--- config.mk ---
export PLATFORM = sky130hd
export DESIGN_NAME = ip_address_text_validator_flat
export DESIGN_NICKNAME = d
export VERILOG_FILES = /design/src/ipv_pkg.sv /design/src/ipv_if.sv /design/src/ipv_front.sv /design/src/ipv_queue.sv /design/src/ipv_back.sv /design/src/ip_address_text_validator.sv /design/src/flat_wrapper.sv
export SDC_FILE = /design/constraint.sdc
export NUM_CORES = 1
export LEC_CHECK = 0
export BUFFER_PORTS_ARGS = -buffer_cell sky130_fd_sc_hd__buf_2
export CAP_MARGIN = 10
export CORE_ASPECT_RATIO = 1.75
export CORE_UTILIZATION = 25
export DETAILED_ROUTE_END_ITERATION = 10
export PLACE_DENSITY_LB_ADDON = 0.15
export SLEW_MARGIN = 0
export SYNTH_ARGS = -nofsm -noshare
export SYNTH_HDL_FRONTEND = slang
export SYNTH_SLANG_ARGS = --single-unit
export TNS_END_PERCENT = 30
--- constraint.sdc ---
create_clock -name clock -period 3.1 [get_ports clock]
set_input_delay 0.155 -clock clock [delete_from_list [all_inputs] [get_ports clock]]
set_output_delay 0.155 -clock clock [all_outputs]
set_load 0.01 [all_outputs]
--- src/ipv_pkg.sv ---
`timescale 1ns / 1ps
`default_nettype none
// ----------------------------------------------------------------------------
// ipv_pkg: shared types and constants of the IP address text validator
// Character codes, family and status codes, and the classified character
// beat that travels from the front end to the back end.
// ----------------------------------------------------------------------------
package ipv_pkg;

   localparam int CHAR_W   = 8;
   localparam int FAM_W    = 2;
   localparam int STATUS_W = 2;

   // default depth of the queue between front and back end (power of two)
   localparam int QUEUE_DEPTH_DEF = 2;

   // address family register codes
   localparam logic [FAM_W-1:0] FAM_V4 = 2'd0;
   localparam logic [FAM_W-1:0] FAM_V6 = 2'd1;

   // result status codes
   localparam logic [STATUS_W-1:0] STATUS_INVALID     = 2'd0;
   localparam logic [STATUS_W-1:0] STATUS_VALID       = 2'd1;
   localparam logic [STATUS_W-1:0] STATUS_UNSUPPORTED = 2'd2;

   // ASCII codes the classifier looks for
   localparam logic [CHAR_W-1:0] CHAR_DOT     = 8'h2E;
   localparam logic [CHAR_W-1:0] CHAR_COLON   = 8'h3A;
   localparam logic [CHAR_W-1:0] CHAR_ZERO    = 8'h30;
   localparam logic [CHAR_W-1:0] CHAR_NINE    = 8'h39;
   localparam logic [CHAR_W-1:0] CHAR_LOWER_A = 8'h61;
   localparam logic [CHAR_W-1:0] CHAR_LOWER_F = 8'h66;
   localparam logic [CHAR_W-1:0] CHAR_UPPER_A = 8'h41;
   localparam logic [CHAR_W-1:0] CHAR_UPPER_F = 8'h46;

   // field limits
   localparam logic [8:0] OCTET_MAX     = 9'd255;
   localparam logic [8:0] OCTET_SAT     = 9'd256;
   localparam logic [2:0] DOTS_V4       = 3'd3;
   localparam logic [2:0] DOT_SAT       = 3'd7;
   localparam logic [2:0] GROUP_MAX     = 3'd4;
   localparam logic [2:0] GROUP_SAT     = 3'd5;
   localparam logic [3:0] COLONS_FULL   = 4'd7;
   localparam logic [3:0] COLONS_TAIL   = 4'd6;
   localparam logic [3:0] COLON_SAT     = 4'd15;
   localparam logic [1:0] DCOLON_SAT    = 2'd3;
   localparam logic [1:0] CHARS_SAT     = 2'd2;

   // one classified character
   typedef struct packed {
      logic [FAM_W-1:0] fam;
      logic             is_digit;
      logic [3:0]       digit;
      logic             is_hex;
      logic             is_dot;
      logic             is_colon;
      logic             last;
   } ipv_beat_type;

endpackage
`default_nettype wire

--- src/ipv_if.sv ---
`timescale 1ns / 1ps
`default_nettype none
// ----------------------------------------------------------------------------
// ipv_if: valid/ready channels of the IP address text validator
// Character channel into the block and status channel out of it.
// ----------------------------------------------------------------------------

// character channel: one address character per beat
interface ipv_req_if import ipv_pkg::*; ();
   logic              valid;
   logic              ready;
   logic [CHAR_W-1:0] char_code;
   logic              last;

   modport source (output valid, output char_code, output last, input ready);
   modport sink   (input valid, input char_code, input last, output ready);
endinterface

// status channel: one status per string
interface ipv_rsp_if import ipv_pkg::*; ();
   logic                valid;
   logic                ready;
   logic [STATUS_W-1:0] status;

   modport source (output valid, output status, input ready);
   modport sink   (input valid, input status, output ready);
endinterface
`default_nettype wire

--- src/ipv_front.sv ---
`timescale 1ns / 1ps
`default_nettype none
// ----------------------------------------------------------------------------
// ipv_front: character front end
// Holds the address family register, accepts character beats while the
// queue has room and tags each with its class and the family in force.
// ----------------------------------------------------------------------------
module ipv_front import ipv_pkg::*; (
   input  wire logic             clock,
   input  wire logic             reset,
   input  wire logic             csr_wr_en,
   input  wire logic [FAM_W-1:0] csr_wr_data,
   ipv_req_if.sink               req_chan,
   input  wire logic             queue_full,
   output      logic             push_valid,
   output      ipv_beat_type     push_beat
);

   logic [FAM_W-1:0] fam_ff;
   logic [FAM_W-1:0] fam_in;
   logic             is_digit;
   logic             is_lower_hex;
   logic             is_upper_hex;

   // family register
   assign fam_in = csr_wr_en ? csr_wr_data : fam_ff;

   always_ff @(posedge clock) begin
      if (reset) begin
         fam_ff <= FAM_V4;
      end else begin
         fam_ff <= fam_in;
      end
   end

   // character classes
   assign is_digit     = (req_chan.char_code >= CHAR_ZERO) &&
                         (req_chan.char_code <= CHAR_NINE);
   assign is_lower_hex = (req_chan.char_code >= CHAR_LOWER_A) &&
                         (req_chan.char_code <= CHAR_LOWER_F);
   assign is_upper_hex = (req_chan.char_code >= CHAR_UPPER_A) &&
                         (req_chan.char_code <= CHAR_UPPER_F);

   // handshake: take a beat whenever the queue has room
   assign req_chan.ready = !queue_full;
   assign push_valid     = req_chan.valid && !queue_full;

   always_comb begin
      push_beat.fam      = fam_ff;
      push_beat.is_digit = is_digit;
      push_beat.digit    = req_chan.char_code[3:0];
      push_beat.is_hex   = is_digit || is_lower_hex || is_upper_hex;
      push_beat.is_dot   = (req_chan.char_code == CHAR_DOT);
      push_beat.is_colon = (req_chan.char_code == CHAR_COLON);
      push_beat.last     = req_chan.last;
   end

endmodule
`default_nettype wire

--- src/ipv_queue.sv ---
`timescale 1ns / 1ps
`default_nettype none
// ----------------------------------------------------------------------------
// ipv_queue: classified beat queue
// Small FIFO between front and back end. Full depends on the count only,
// so the front end never waits on the back end combinationally.
// ----------------------------------------------------------------------------
module ipv_queue import ipv_pkg::*; #(
   parameter int DEPTH = QUEUE_DEPTH_DEF
) (
   input  wire logic         clock,
   input  wire logic         reset,
   input  wire logic         push_valid,
   input  ipv_beat_type      push_beat,
   output      logic         full,
   output      logic         pop_valid,
   output      ipv_beat_type pop_beat,
   input  wire logic         pop_ready
);

   localparam int PTR_W = (DEPTH > 1) ? $clog2(DEPTH) : 1;
   localparam int CNT_W = $clog2(DEPTH + 1);
   localparam logic [CNT_W-1:0] CNT_FULL = CNT_W'(DEPTH);
   localparam logic [PTR_W-1:0] PTR_LAST = PTR_W'(DEPTH - 1);

   ipv_beat_type     mem_ff [DEPTH];
   logic [PTR_W-1:0] wr_ptr_ff;
   logic [PTR_W-1:0] wr_ptr_in;
   logic [PTR_W-1:0] rd_ptr_ff;
   logic [PTR_W-1:0] rd_ptr_in;
   logic [CNT_W-1:0] count_ff;
   logic [CNT_W-1:0] count_in;
   logic             do_push;
   logic             do_pop;

   assign full      = (count_ff == CNT_FULL);
   assign pop_valid = (count_ff != '0);
   assign pop_beat  = mem_ff[rd_ptr_ff];
   assign do_push   = push_valid && !full;
   assign do_pop    = pop_valid && pop_ready;

   // pointer and count update
   always_comb begin
      wr_ptr_in = wr_ptr_ff;
      rd_ptr_in = rd_ptr_ff;
      count_in  = count_ff;
      if (do_push) begin
         wr_ptr_in = (wr_ptr_ff == PTR_LAST) ? '0 : wr_ptr_ff + 1'b1;
      end
      if (do_pop) begin
         rd_ptr_in = (rd_ptr_ff == PTR_LAST) ? '0 : rd_ptr_ff + 1'b1;
      end
      if (do_push && !do_pop) begin
         count_in = count_ff + 1'b1;
      end else if (do_pop && !do_push) begin
         count_in = count_ff - 1'b1;
      end
   end

   always_ff @(posedge clock) begin
      if (reset) begin
         wr_ptr_ff <= '0;
         rd_ptr_ff <= '0;
         count_ff  <= '0;
      end else begin
         wr_ptr_ff <= wr_ptr_in;
         rd_ptr_ff <= rd_ptr_in;
         count_ff  <= count_in;
      end
   end

   // storage
   always_ff @(posedge clock) begin
      if (do_push) begin
         mem_ff[wr_ptr_ff] <= push_beat;
      end
   end

endmodule
`default_nettype wire

--- src/ipv_back.sv ---
`timescale 1ns / 1ps
`default_nettype none
// ----------------------------------------------------------------------------
// ipv_back: rule checker back end
// Consumes one classified beat per cycle, a last beat only once the
// previous status is taken; updates the IPv4 and IPv6 rule state and
// registers the status on the last character of a string.
module ipv_back import ipv_pkg::*; (
   input  wire logic         clock,
   input  wire logic         reset,
   input  wire logic         pop_valid,
   input  ipv_beat_type      pop_beat,
   output      logic         pop_ready,
   ipv_rsp_if.source         rsp_chan
);

   // rule state
   logic [8:0] oct_ff,   oct_in;
   logic [2:0] dot_ff,   dot_in;
   logic       afs_ff,   afs_in;
   logic       v4rej_ff, v4rej_in;
   logic [2:0] gl_ff,    gl_in;
   logic [3:0] ct_ff,    ct_in;
   logic [1:0] dcc_ff,   dcc_in;
   logic       prev_ff,  prev_in;
   logic       first_ff, first_in;
   logic [1:0] cs_ff,    cs_in;
   logic       tail_ff,  tail_in;
   logic       v6rej_ff, v6rej_in;

   // output register
   logic                rsp_valid_ff, rsp_valid_in;
   logic [STATUS_W-1:0] status_ff,    status_in;

   // updated values before the end-of-string clear
   logic [8:0]  u_oct;
   logic [2:0]  u_dot;
   logic        u_afs;
   logic        u_v4rej;
   logic [2:0]  u_gl;
   logic [3:0]  u_ct;
   logic [1:0]  u_dcc;
   logic        u_first;
   logic [1:0]  u_cs;
   logic        u_tail;
   logic        u_v6rej;

   // decimal field step
   logic [8:0]  f_oct;
   logic [2:0]  f_dot;
   logic        f_afs;
   logic        f_v4rej;
   logic [11:0] dec_sum;

   logic        take;
   logic        v4_ok;
   logic        v6_ok;
   logic [STATUS_W-1:0] status_calc;

   // a non-last beat never needs the output register
   assign pop_ready = !pop_beat.last || !rsp_valid_ff || rsp_chan.ready;
   assign take      = pop_valid && pop_ready;

   assign rsp_chan.valid  = rsp_valid_ff;
   assign rsp_chan.status = status_ff;

   // octet value times ten plus the digit
   assign dec_sum = {oct_ff, 3'b000} + {2'b00, oct_ff, 1'b0} + {8'd0, pop_beat.digit};

   // decimal field step on the current character
   always_comb begin
      f_oct   = oct_ff;
      f_dot   = dot_ff;
      f_afs   = afs_ff;
      f_v4rej = v4rej_ff;
      if (pop_beat.is_digit) begin
         if (dec_sum > {3'b000, OCTET_MAX}) begin
            f_v4rej = 1'b1;
            f_oct   = OCTET_SAT;
         end else begin
            f_oct   = dec_sum[8:0];
         end
         f_afs = 1'b0;
      end else if (pop_beat.is_dot) begin
         if (afs_ff) begin
            f_v4rej = 1'b1;
         end
         if (dot_ff < DOT_SAT) begin
            f_dot = dot_ff + 1'b1;
         end
         f_oct = '0;
         f_afs = 1'b1;
      end else begin
         f_v4rej = 1'b1;
      end
   end

   // per-character rule update
   always_comb begin
      u_oct   = oct_ff;
      u_dot   = dot_ff;
      u_afs   = afs_ff;
      u_v4rej = v4rej_ff;
      u_gl    = gl_ff;
      u_ct    = ct_ff;
      u_dcc   = dcc_ff;
      u_first = first_ff;
      u_cs    = cs_ff;
      u_tail  = tail_ff;
      u_v6rej = v6rej_ff;

      // a leading colon must be followed by a second colon
      if (cs_ff == 2'd0) begin
         u_first = pop_beat.is_colon;
         if (pop_beat.is_colon && pop_beat.last) begin
            u_v6rej = 1'b1;
         end
      end else if (cs_ff == 2'd1 && first_ff && !pop_beat.is_colon) begin
         u_v6rej = 1'b1;
      end
      if (cs_ff < CHARS_SAT) begin
         u_cs = cs_ff + 1'b1;
      end

      if (pop_beat.is_colon) begin
         if (ct_ff < COLON_SAT) begin
            u_ct = ct_ff + 1'b1;
         end
         if (u_ct > COLONS_FULL) begin
            u_v6rej = 1'b1;
         end
         if (prev_ff) begin
            if (dcc_ff < DCOLON_SAT) begin
               u_dcc = dcc_ff + 1'b1;
            end
            if (u_dcc > 2'd1) begin
               u_v6rej = 1'b1;
            end
         end
         // trailing colon only after a double colon
         if (pop_beat.last && u_dcc == 2'd0) begin
            u_v6rej = 1'b1;
         end
         if (pop_beat.fam == FAM_V6 && !tail_ff) begin
            u_gl    = '0;
            u_oct   = '0;
            u_dot   = '0;
            u_afs   = 1'b1;
            u_v4rej = 1'b0;
         end else begin
            u_oct   = f_oct;
            u_dot   = f_dot;
            u_afs   = f_afs;
            u_v4rej = f_v4rej;
         end
      end else begin
         u_oct   = f_oct;
         u_dot   = f_dot;
         u_afs   = f_afs;
         u_v4rej = f_v4rej;
         if (!tail_ff) begin
            if (pop_beat.is_hex) begin
               if (gl_ff < GROUP_SAT) begin
                  u_gl = gl_ff + 1'b1;
               end
               if (u_gl > GROUP_MAX) begin
                  u_v6rej = 1'b1;
               end
            end else if (pop_beat.is_dot) begin
               // dotted tail: enough colons before it, but not too many
               if (ct_ff > COLONS_TAIL) begin
                  u_v6rej = 1'b1;
               end
               if (dcc_ff == 2'd0 && ct_ff < COLONS_TAIL) begin
                  u_v6rej = 1'b1;
               end
               u_tail = 1'b1;
            end else begin
               u_v6rej = 1'b1;
            end
         end
      end
   end

   // end-of-string verdict
   always_comb begin
      v4_ok = !u_v4rej && (u_dot == DOTS_V4) && !u_afs;
      v6_ok = !u_v6rej;
      if (u_tail) begin
         v6_ok = v6_ok && v4_ok;
      end else if (u_dcc == 2'd0 && u_ct != COLONS_FULL) begin
         v6_ok = 1'b0;
      end
      if (pop_beat.fam == FAM_V4) begin
         status_calc = v4_ok ? STATUS_VALID : STATUS_INVALID;
      end else if (pop_beat.fam == FAM_V6) begin
         status_calc = v6_ok ? STATUS_VALID : STATUS_INVALID;
      end else begin
         status_calc = STATUS_UNSUPPORTED;
      end
   end

   // next state: updated values, or a clean slate after the last beat
   always_comb begin
      oct_in   = oct_ff;
      dot_in   = dot_ff;
      afs_in   = afs_ff;
      v4rej_in = v4rej_ff;
      gl_in    = gl_ff;
      ct_in    = ct_ff;
      dcc_in   = dcc_ff;
      prev_in  = prev_ff;
      first_in = first_ff;
      cs_in    = cs_ff;
      tail_in  = tail_ff;
      v6rej_in = v6rej_ff;
      if (take) begin
         if (pop_beat.last) begin
            oct_in   = '0;
            dot_in   = '0;
            afs_in   = 1'b1;
            v4rej_in = 1'b0;
            gl_in    = '0;
            ct_in    = '0;
            dcc_in   = '0;
            prev_in  = 1'b0;
            first_in = 1'b0;
            cs_in    = '0;
            tail_in  = 1'b0;
            v6rej_in = 1'b0;
         end else begin
            oct_in   = u_oct;
            dot_in   = u_dot;
            afs_in   = u_afs;
            v4rej_in = u_v4rej;
            gl_in    = u_gl;
            ct_in    = u_ct;
            dcc_in   = u_dcc;
            prev_in  = pop_beat.is_colon;
            first_in = u_first;
            cs_in    = u_cs;
            tail_in  = u_tail;
            v6rej_in = u_v6rej;
         end
      end
   end

   // output register: load on a last beat, drop when taken
   always_comb begin
      rsp_valid_in = rsp_valid_ff;
      status_in    = status_ff;
      if (rsp_valid_ff && rsp_chan.ready) begin
         rsp_valid_in = 1'b0;
      end
      if (take && pop_beat.last) begin
         rsp_valid_in = 1'b1;
         status_in    = status_calc;
      end
   end

   always_ff @(posedge clock) begin
      if (reset) begin
         oct_ff       <= '0;
         dot_ff       <= '0;
         afs_ff       <= 1'b1;
         v4rej_ff     <= 1'b0;
         gl_ff        <= '0;
         ct_ff        <= '0;
         dcc_ff       <= '0;
         prev_ff      <= 1'b0;
         first_ff     <= 1'b0;
         cs_ff        <= '0;
         tail_ff      <= 1'b0;
         v6rej_ff     <= 1'b0;
         rsp_valid_ff <= 1'b0;
      end else begin
         oct_ff       <= oct_in;
         dot_ff       <= dot_in;
         afs_ff       <= afs_in;
         v4rej_ff     <= v4rej_in;
         gl_ff        <= gl_in;
         ct_ff        <= ct_in;
         dcc_ff       <= dcc_in;
         prev_ff      <= prev_in;
         first_ff     <= first_in;
         cs_ff        <= cs_in;
         tail_ff      <= tail_in;
         v6rej_ff     <= v6rej_in;
         rsp_valid_ff <= rsp_valid_in;
      end
   end

   always_ff @(posedge clock) begin
      status_ff <= status_in;
   end

endmodule
`default_nettype wire

--- src/ip_address_text_validator.sv ---
`timescale 1ns / 1ps
`default_nettype none
// The status of a string is registered by the rule checker once its last
// beat has been stored in the queue and then taken from it; a last beat
// waits in the queue while an earlier status has not been taken.
// Throughput: one character per cycle except while a last beat waits.
// Reset (synchronous, active high) sets the family to IPv4, clears the
// rule state, empties the queue and drops any pending status.
// ----------------------------------------------------------------------------
// ip_address_text_validator: IPv4/IPv6 address text checker
// Front end classifies characters, a small queue decouples it from the
// back end, which applies the address rules and returns one status per
// string.
// ----------------------------------------------------------------------------
module ip_address_text_validator import ipv_pkg::*; #(
   parameter int QUEUE_DEPTH = QUEUE_DEPTH_DEF
) (
   input  wire logic             clock,
   input  wire logic             reset,
   input  wire logic             csr_wr_en,
   input  wire logic [FAM_W-1:0] csr_wr_data,
   ipv_req_if.sink               req_chan,
   ipv_rsp_if.source             rsp_chan
);

   logic         push_valid;
   ipv_beat_type push_beat;
   logic         queue_full;
   logic         pop_valid;
   ipv_beat_type pop_beat;
   logic         pop_ready;

   // character classification and family register
   ipv_front u_front (
      .clock       (clock),
      .reset       (reset),
      .csr_wr_en   (csr_wr_en),
      .csr_wr_data (csr_wr_data),
      .req_chan    (req_chan),
      .queue_full  (queue_full),
      .push_valid  (push_valid),
      .push_beat   (push_beat)
   );

   // beat queue
   ipv_queue #(
      .DEPTH (QUEUE_DEPTH)
   ) u_queue (
      .clock      (clock),
      .reset      (reset),
      .push_valid (push_valid),
      .push_beat  (push_beat),
      .full       (queue_full),
      .pop_valid  (pop_valid),
      .pop_beat   (pop_beat),
      .pop_ready  (pop_ready)
   );

   // rule checking and status register
   ipv_back u_back (
      .clock     (clock),
      .reset     (reset),
      .pop_valid (pop_valid),
      .pop_beat  (pop_beat),
      .pop_ready (pop_ready),
      .rsp_chan  (rsp_chan)
   );

endmodule
`default_nettype wire
--- src/flat_wrapper.sv ---
// flat-port wrapper written by rule: the top's interface ports become plain ports
module ip_address_text_validator_flat import ipv_pkg::*;
#(
   parameter int QUEUE_DEPTH = QUEUE_DEPTH_DEF
)
  (clock, reset, csr_wr_en, csr_wr_data, req_chan_valid, req_chan_char_code, req_chan_last, req_chan_ready, rsp_chan_valid, rsp_chan_status, rsp_chan_ready);
  ipv_req_if req_chan_i ();
  ipv_rsp_if rsp_chan_i ();
  input  wire logic clock;
  input  wire logic reset;
  input  wire logic csr_wr_en;
  input  wire logic [FAM_W-1:0] csr_wr_data;
  input wire logic [$bits(req_chan_i.valid)-1:0] req_chan_valid;
  input wire logic [$bits(req_chan_i.char_code)-1:0] req_chan_char_code;
  input wire logic [$bits(req_chan_i.last)-1:0] req_chan_last;
  output wire logic [$bits(req_chan_i.ready)-1:0] req_chan_ready;
  output wire logic [$bits(rsp_chan_i.valid)-1:0] rsp_chan_valid;
  output wire logic [$bits(rsp_chan_i.status)-1:0] rsp_chan_status;
  input wire logic [$bits(rsp_chan_i.ready)-1:0] rsp_chan_ready;
  assign req_chan_i.valid = req_chan_valid;
  assign req_chan_i.char_code = req_chan_char_code;
  assign req_chan_i.last = req_chan_last;
  assign req_chan_ready = req_chan_i.ready;
  assign rsp_chan_valid = rsp_chan_i.valid;
  assign rsp_chan_status = rsp_chan_i.status;
  assign rsp_chan_i.ready = rsp_chan_ready;
  ip_address_text_validator #(.QUEUE_DEPTH(QUEUE_DEPTH)) u_core (.clock(clock), .reset(reset), .csr_wr_en(csr_wr_en), .csr_wr_data(csr_wr_data), .req_chan(req_chan_i), .rsp_chan(rsp_chan_i));
endmodule
# Word level (Yosys, flattened, before mapping)
# Memories as Yosys holds them, arrays and structs flattened. A register that Yosys moved wholly into a read port is not among the register bits.
# Cells that the tools add are included.
# W data, S select, Z words.
# totals
ff_bits	38
latchBits	0
ramBits	22
mem_bits_ro	0
input_bits	16
output_inout_bits	4
word_cells	189
memories	1
# classes
addsub	11
mul	0
div_mod_pow	0
order_cmp	17
n_eq_ne	9
n_shift	0
mux	85
bitwise	0
reduce_logical	48
# mem_list
memory	depth	width	read_ports	rd_ports_with_merged_regs	write_ports	line	source
u_core.u_queue.mem_ff	2	11	1	1	1	ipv_queue.sv:26	ipv_beat_type mem_ff [DEPTH];
# ops
op	n
$mux W9	6
$mux W1	47
$mux W3	15
$mux W2	13
$logic_and A1 B1 Y1	20
$eq A8 B6 Y1 const B	2
$ge A8 B7 Y1 const B	2
$le A8 B7 Y1 const B	2
$mux W4	4
$add A12 B10 Y12	1
$add A12 B4 Y12	1
$gt A12 B8 Y1 const B	1
$logic_not A1 Y1	10
$logic_not A2 Y1	5
$reduce_bool A2 Y1	5
$ge A8 B6 Y1 const B	1
$gt A4 B3 Y1 const B	2
$le A8 B6 Y1 const B	1
$add A2 B1 Y2 const B	3
$add A3 B1 Y3 const B	2
$lt A3 B3 Y1 const B	2
$add A4 B1 Y4 const B	1
$eq A2 B1 Y1 const B	2
$logic_or A1 B1 Y1	4
15 further kinds	18

# Logic depth before layout (Yosys ltp)
# Gate-level depths: netlist of the first run.
# depth
ltp_word	17
depth_mapped	13
ltp_nobuf	10

# Hierarchy
# From an unflattened synthesis of the first run, not the netlist that was laid out.
# hier_totals
cells_unflattened	363
hier_area_um2	3448.3
# by_module_without_submodules
mod	n_inst	cells_per_inst	area_each_um2	seq_area_each_um2
ipv_back	1	276	2220.9	660.6
ipv_queue	1	59	1009.7	760.7
ipv_front	1	28	217.7	40.0

# Least setup slack after synthesis of the first run
# OpenSTA, ideal clock, no wires.
# synth_timing
path_type	reg-to-reg
from	register (tool-made name)
to	register u_core.u_back.status_ff[0], in the netlist u_core.u_back.rsp_chan.status[0], data pin
setup_time_ps	190
arrival_time_ps	3222
required_ps	2910
setup_slack_ps	-312
stages_incl_launch_ff	14
n_path_buf	3
period_less_slack_ps	3412
path_cell_list	dfxtp_1 buf_6 buf_6 mux2_2 ha_1 ha_1 fa_1 a211oi_2 nor2_1 a32o_1 nor4_4 buf_6 a31oi_1 a2111oi_2
# synth_rtl
item	line	source
end signal: assignment	ipv_back.sv:294	status_ff <= status_in;
end: declaration	ipv_back.sv:33	logic [STATUS_W-1:0] status_ff, status_in;

==> flow_summary.ini, run 1 <==
[yosys]
syn_area_mm2 = 0.00355
netlist_top_cells_count = nor2_1, dfxtp_1, nand2_1, a21oi_1
syn_inst = 370
ys_async_sr_fraction = 0
ys_top_cells_by_area = dfxtp_1, edfxtp_1, ha_1
avgSynthCellArea_um2 = 9.59
synth_fp_nets = 412
yosys.area.top_type = dfxtp_1
synth_cell_types = 63
synth_seq_area_share = 0.412
synth_top_area_frac = 0.209
synth_edf_count = 24
synth_seq_cells = 61
ys.flop_type = dfxtp_1
synth_most_common_cell = nor2_1
ys_warn_count = 0

[global_route]
met1_usage = 0.135
grt_pass1_vias = 2902
grt_pass1_wl_um = 14500
grt.total_usage = 0.128
grt_busiest_layer = met2
grt_util_met2 = 0.243
overflow = 0
use_met3 = 0.0177
antenna_found_initial = 0
grt_max_degree = 40

[floorplan]
core_area_mm2 = 0.0138
num_rows = 57
initial_utilization = 0.256
die_y_um = 160
die_x_um = 92.1
dieArea_mm2 = 0.0147
io_pins = 20

[placement]
port_buffers = 19
dpl.cell_count = 564
pre_cts_slack_ns = -0.0168
dp.final_hpwl_um = 6540
gp_congestion = 0.762

[clock_tree]
htree_levels = 3
clk_path_buf_depth = 2
cts_made_buffers = 9
cts_tree = yes
cts_root_buffer = clkbuf_16
path_clk_slew_ns = 0.05
cts.sinks = 61
clk_latency_ns = 0.33
postCtsHoldBufs = 0

[sta]
min_period_ns = 3.00
fin_worst_skew_ns = 0.00918
hold_viol = 0
grt_setup_unrepaired = true
worst_pin_slew_ns = 0.798
max_freq_mhz = 333
final.period_utilization = 0.969
drv_slew = 0
relSlewSlack = 0.468
whs_ns = 0.0180
fin_ws_ns = 0.0975
setup_viol_count_final = 0

[detailed_routing]
viasPerCell = 4.89
routed-via-count = 2853
routed_wl_um = 8850
drt-initial-drc-count = 144
drc = 0
ant_nets = 0
wl_per_cell_um = 15.2
first_pass_iters = 4

[run_status]
status = finished, final reports clean

[worst_setup_path]
critPathKind = reg -> reg
critPathLaunchType = flop
crit_fanout = 5
cp-end-kind = flop
cp.arrival_ns = 3.25
crit_required_ns = 3.35
rrSetupSlack_ns = 0.1
rr_worst_depth = 11
r2r_end = u_core.u_back.oct_ff[8]

[hold_path]
min_from = req_chan_last
hold_path_end = u_core.u_queue.mem_ff[0][0]
hold_path_depth = 1
hp-class = in -> reg

[power]
vdd_ir_drop_max_uv = 381
finalPower_mw = 3.31
p_leak_nw = 1.61
p_per_area_mw_per_mm2 = 782

[layout]
instances_no_fill = 583
num-nets-final = 443
antennaDiodeCount = 0
area_delta_synth_final_pct = 19.4
final_layout_size_suffix_gt1_frac = 0.204
final_core_util = 0.306
fillers = 1489

[flow_run]
max_cap_violations = 0
## placed cells by master, fill, tap and decap left out, types with 8 or more instances in the layout
cell	count
buf_2	20
buf_4	13
nand2_1	32
clkbuf_16	9
dfxtp_1	35
inv_1	17
nor3_1	15
ha_1	21
o21ai_0	14
edfxtp_1	24
a21oi_1	27
nor2_1	39
nand4_1	8
## timing repair
action,4_1_cts,5_1_grt
buffers inserted,2,0
endpoints found under the setup margin,4,11
pin swaps,11,9
gates resized for setup,8,5
cloned,0,1
## how the worst max path moves through the flow
| stage | start | end | slack (ns) | cells past startpoint |
|---|---|---|---|---|
| 2_1_floorplan | flop | u_core.u_back.rsp_chan.status[0] | 0.01 | 13 |
| 3_3_place_gp | flop | u_core.u_back.oct_ff[8] | 0.02 | 11 |
| 3_5_place_dp | flop | u_core.u_back.rsp_chan.status[0] | -0.02 | 10 |
| 4_1_cts | flop | u_core.u_back.rsp_chan.status[0] | -0.01 | 10 |
| 5_1_grt | flop | u_core.u_back.rsp_chan.status[0] | -0.09 | 10 |
| 6_report | flop | u_core.u_back.oct_ff[8] | 0.1 | 11 |
## power breakdown
| group | internal [mW] | total [mW] | switching [mW] |
|---|---|---|---|
| sequential | 0.989 | 1.09 | 0.0989 |
| clock | 0.581 | 0.927 | 0.347 |
| combinational | 0.507 | 1.30 | 0.792 |
## metrics by stage
step / TNS (ns) / area (um2)
after CTS: -0.0149 / 4220
after global placement: 0 / 3890
after detailed placement: -0.0168 / 3890
after global routing: -0.342 / 4240
after floorplan: 0 / 3580
final: 0 / 4240
## flip-flops by register name, indices dropped and copies added (netlist names), 3 cells and up, named ones only
name                   cells
u_core.u_queue.mem_ff     22
u_core.u_back.oct_ff       9
u_core.u_back.gl_ff        3
u_core.u_back.ct_ff        4
u_core.u_back.dot_ff       3
## worst max-delay path: stages, from the launching register on
cell and delay (ns):
dfxtp_4 0.36, mux2i_2 0.15, fa_1 0.50, inv_2 0.05, fa_2 0.39, a211oi_4 0.26, o21ai_2 0.10, a221oi_2 0.32
xor2_2 0.16, buf_4 0.18, a221o_1 0.34, a21oi_1 0.11
## kinds of logic (layout without fill, tap and decap cells)
| group | Yosys count | after routing | synth area share |
|---|---|---|---|
| and+or+nand+nor | 135 | 135 | 0.196 |
| AOI/OAI and AO/OA | 92 | 92 | 0.174 |
| DFF | 61 | 61 | 0.412 |
| buffers and inverters | 31 | 67 | 0.0427 |
| adders and majority gates | 26 | 26 | 0.0959 |
| muxes | 18 | 18 | 0.0617 |
| xor gates and xnor gates | 7 | 7 | 0.0173 |
## routing by layer
metal	vias to the layer above	share of wire
met2	31	0.55
met5	-	0
met1	1380	0.41
li1	1431	-
met4	0	0.022
met3	11	0.017
## cell type report
| cell class | instances | area [um2] | share of cell area |
|---|---|---|---|
| multi-input cells | 278 | 2000 | 0.473 |
| inverters | 18 | 67.6 | 0.0160 |
| clock buffers | 12 | 256 | 0.0606 |
| flip-flops and latches | 61 | 1470 | 0.346 |
| repair buffers | 33 | 198 | 0.0467 |
| clock inverters | 4 | 23.8 | 0.00561 |
| well taps | 177 | 221 | 0.0523 |
Power figures use the tool's default switching activity.
==> run 2, diff against run 1 <==
--- a/config.mk
+++ b/config.mk
@@ -8,7 +8,7 @@
 export BUFFER_PORTS_ARGS = -buffer_cell sky130_fd_sc_hd__buf_2
 export CAP_MARGIN = 10
 export CORE_ASPECT_RATIO = 1.75
-export CORE_UTILIZATION = 25
+export CORE_UTILIZATION = 55
 export DETAILED_ROUTE_END_ITERATION = 10
 export PLACE_DENSITY_LB_ADDON = 0.15
 export SLEW_MARGIN = 0
==> run 2 against run 1 <==
Net effect:
- sequential power about the same
- critical path depth decreased by 1
- largest power group unchanged
- sequential share of layout area increased by 2.2 points
- clock power decreased by 25%
- final cell count decreased by 17%
- critical endpoint is now u_core.u_back.rsp_chan.status[0]
- largest cell class unchanged
- via count increased by 2.1%
==> flow_summary.ini, run 2 (same netlist as run 1, synthesis figures left out) <==
[global_route]
grt.total_usage = 0.252
grt_pass1_vias = 2876
overflow = 0
grt_pass1_wl_um = 13200
grt_max_degree = 40
antenna_found_initial = 0

[layout]
layout_commonest_cell = nor2_1
largest_reg_flops = 22
antennaDiodeCount = 0
instances_no_fill = 482
finalInstanceArea_mm2 = 0.00398
multiInputGateArea_mm2 = 0.00198
top_register = u_core.u_queue.mem_ff
fillers = 544
area_delta_synth_final_pct = 12.2
top_regs = u_core.u_queue.mem_ff: 22 flops, u_core.u_back.oct_ff: 9 flops, u_core.u_back.ct_ff: 4 flops
num-nets-final = 439
final_layout_size_suffix_gt1_frac = 0.187
seqCellArea_mm2 = 0.00147
mostFrequentLayoutCells = nor2_1, dfxtp_1, nand2_1

[clock_tree]
cts_root_buffer = clkbuf_8
cts_tree = yes
cts.sinks = 61
clk_path_buf_depth = 2
clk_latency_ns = 0.35
cts_made_buffers = 9
htree_levels = 3
path_clk_slew_ns = 0.07

[floorplan]
die_x_um = 62.7
io_pins = 20
dieArea_mm2 = 0.00679
die_y_um = 108
initial_utilization = 0.570
core_area_mm2 = 0.00623
num_rows = 38

[detailed_routing]
routed-via-count = 2914
top_layer = met4
drc = 0
routed_wl_um = 7630
ant_nets = 0
first_pass_iters = 7
drt-initial-drc-count = 201
wl_met1_um = 3180
route.met2.wl_um = 3910
wl_per_cell_um = 15.8
viasPerCell = 6.05
wl_met3_um = 241

[sta]
fin_worst_skew_ns = 0.00424
setup_viol_count_final = 0
min_period_ns = 3.10
grt_setup_unrepaired = true
final.period_utilization = 0.999
hold_viol = 0
relSlewSlack = 0.378
drv_slew = 0
whs_ns = 0.0367
worst_pin_slew_ns = 0.929
fin_ws_ns = 0.00298
max_freq_mhz = 323

[worst_setup_path]
critPathKind = reg -> reg
critPathLaunchType = flop
crit_required_ns = 3.25
cp.arrival_ns = 3.25
crit_fanout = 4
cp-end-kind = flop

[placement]
gp_congestion = 0.913
post_dp_cell_area_mm2 = 0.00374
dpl.cell_count = 462
port_buffers = 19
pre_cts_slack_ns = -0.0233
dp.final_hpwl_um = 5480

[power]
internal_power_mw = 1.83
vdd_ir_drop_max_uv = 534
seqPwrFrac = 0.363
p_clk_frac = 0.231
p_per_area_mw_per_mm2 = 756
finalPower_mw = 3.01
p_leak_nw = 1.53
p_sw_frac = 0.393
combinationalPowerShare = 0.407
power.switching_mw = 1.18

[flow_run]
max_cap_violations = 0

[hold_path]
hp-class = in -> reg

[run_status]
status = finished, final reports clean
run 2: power groups by stage:
stage / Sequential, mW / Clock [mW] / Combinational [mW]
finish: 1.09 / 0.695 / 1.22
global route: 1.11 / 0.732 / 1.38
CTS: 1.09 / 0.707 / 1.21
detailed placement: 1.10 / 0 / 1.20
global placement: 1.09 / 0 / 1.19
floorplan: 1.07 / 0 / 0.971
run 2: timing repair:
item	4_1_cts	5_1_grt
hold buffers	1	0
setup endpoints to repair	1	9
buffers inserted	0	3
pin swaps	1	18
hold endpoints to repair	2	0
resized for setup	1	8
run 2: stage by stage:
stage / utilization / TNS (ns)
after floorplan: - / 0
after global placement: 0.600 / 0
after detailed placement: 0.600 / -0.0233
after CTS: 0.632 / 0
after global routing: 0.639 / -0.348
final: 0.639 / 0
run 2: worst max-delay path, stage by stage, from the launching register on:
cell       delay, ns
dfxtp_4         0.38
mux2_4          0.32
ha_4            0.22
ha_4            0.17
fa_2            0.41
a211oi_2        0.28
o21ai_2         0.10
a221oi_2        0.26
xor2_1          0.27
a31oi_1         0.14
a2111oi_2       0.34
run 2: layout make-up:
cell class / count / area share
well taps: 80 / 0.0251
clock inverters: 6 / 0.0160
multi-input cells: 278 / 0.497
repair buffers: 29 / 0.0443
inverters: 18 / 0.0170
flip-flops and latches: 61 / 0.368
clock buffers: 10 / 0.0320
run 2: path summary, 6_finish.rpt:
path	start	to	slack [ns]	cells after the start
max	flop	u_core.u_back.rsp_chan.status[0]	0.003	10
min	req_chan_char_code[0]	u_core.u_queue.mem_ff[1][4]	0.04	1
max reg2reg	flop	u_core.u_back.rsp_chan.status[0]	0.003	10
min reg2reg	u_core.u_front.fam_ff[1]	u_core.u_queue.mem_ff[1][10]	0.47	0
run 2: per-layer routing:
layer,global-route usage,vias up
met5,0,-
met4,0.176,0
met3,0.0295,21
met2,0.445,86
met1,0.281,1381
li1,-,1426
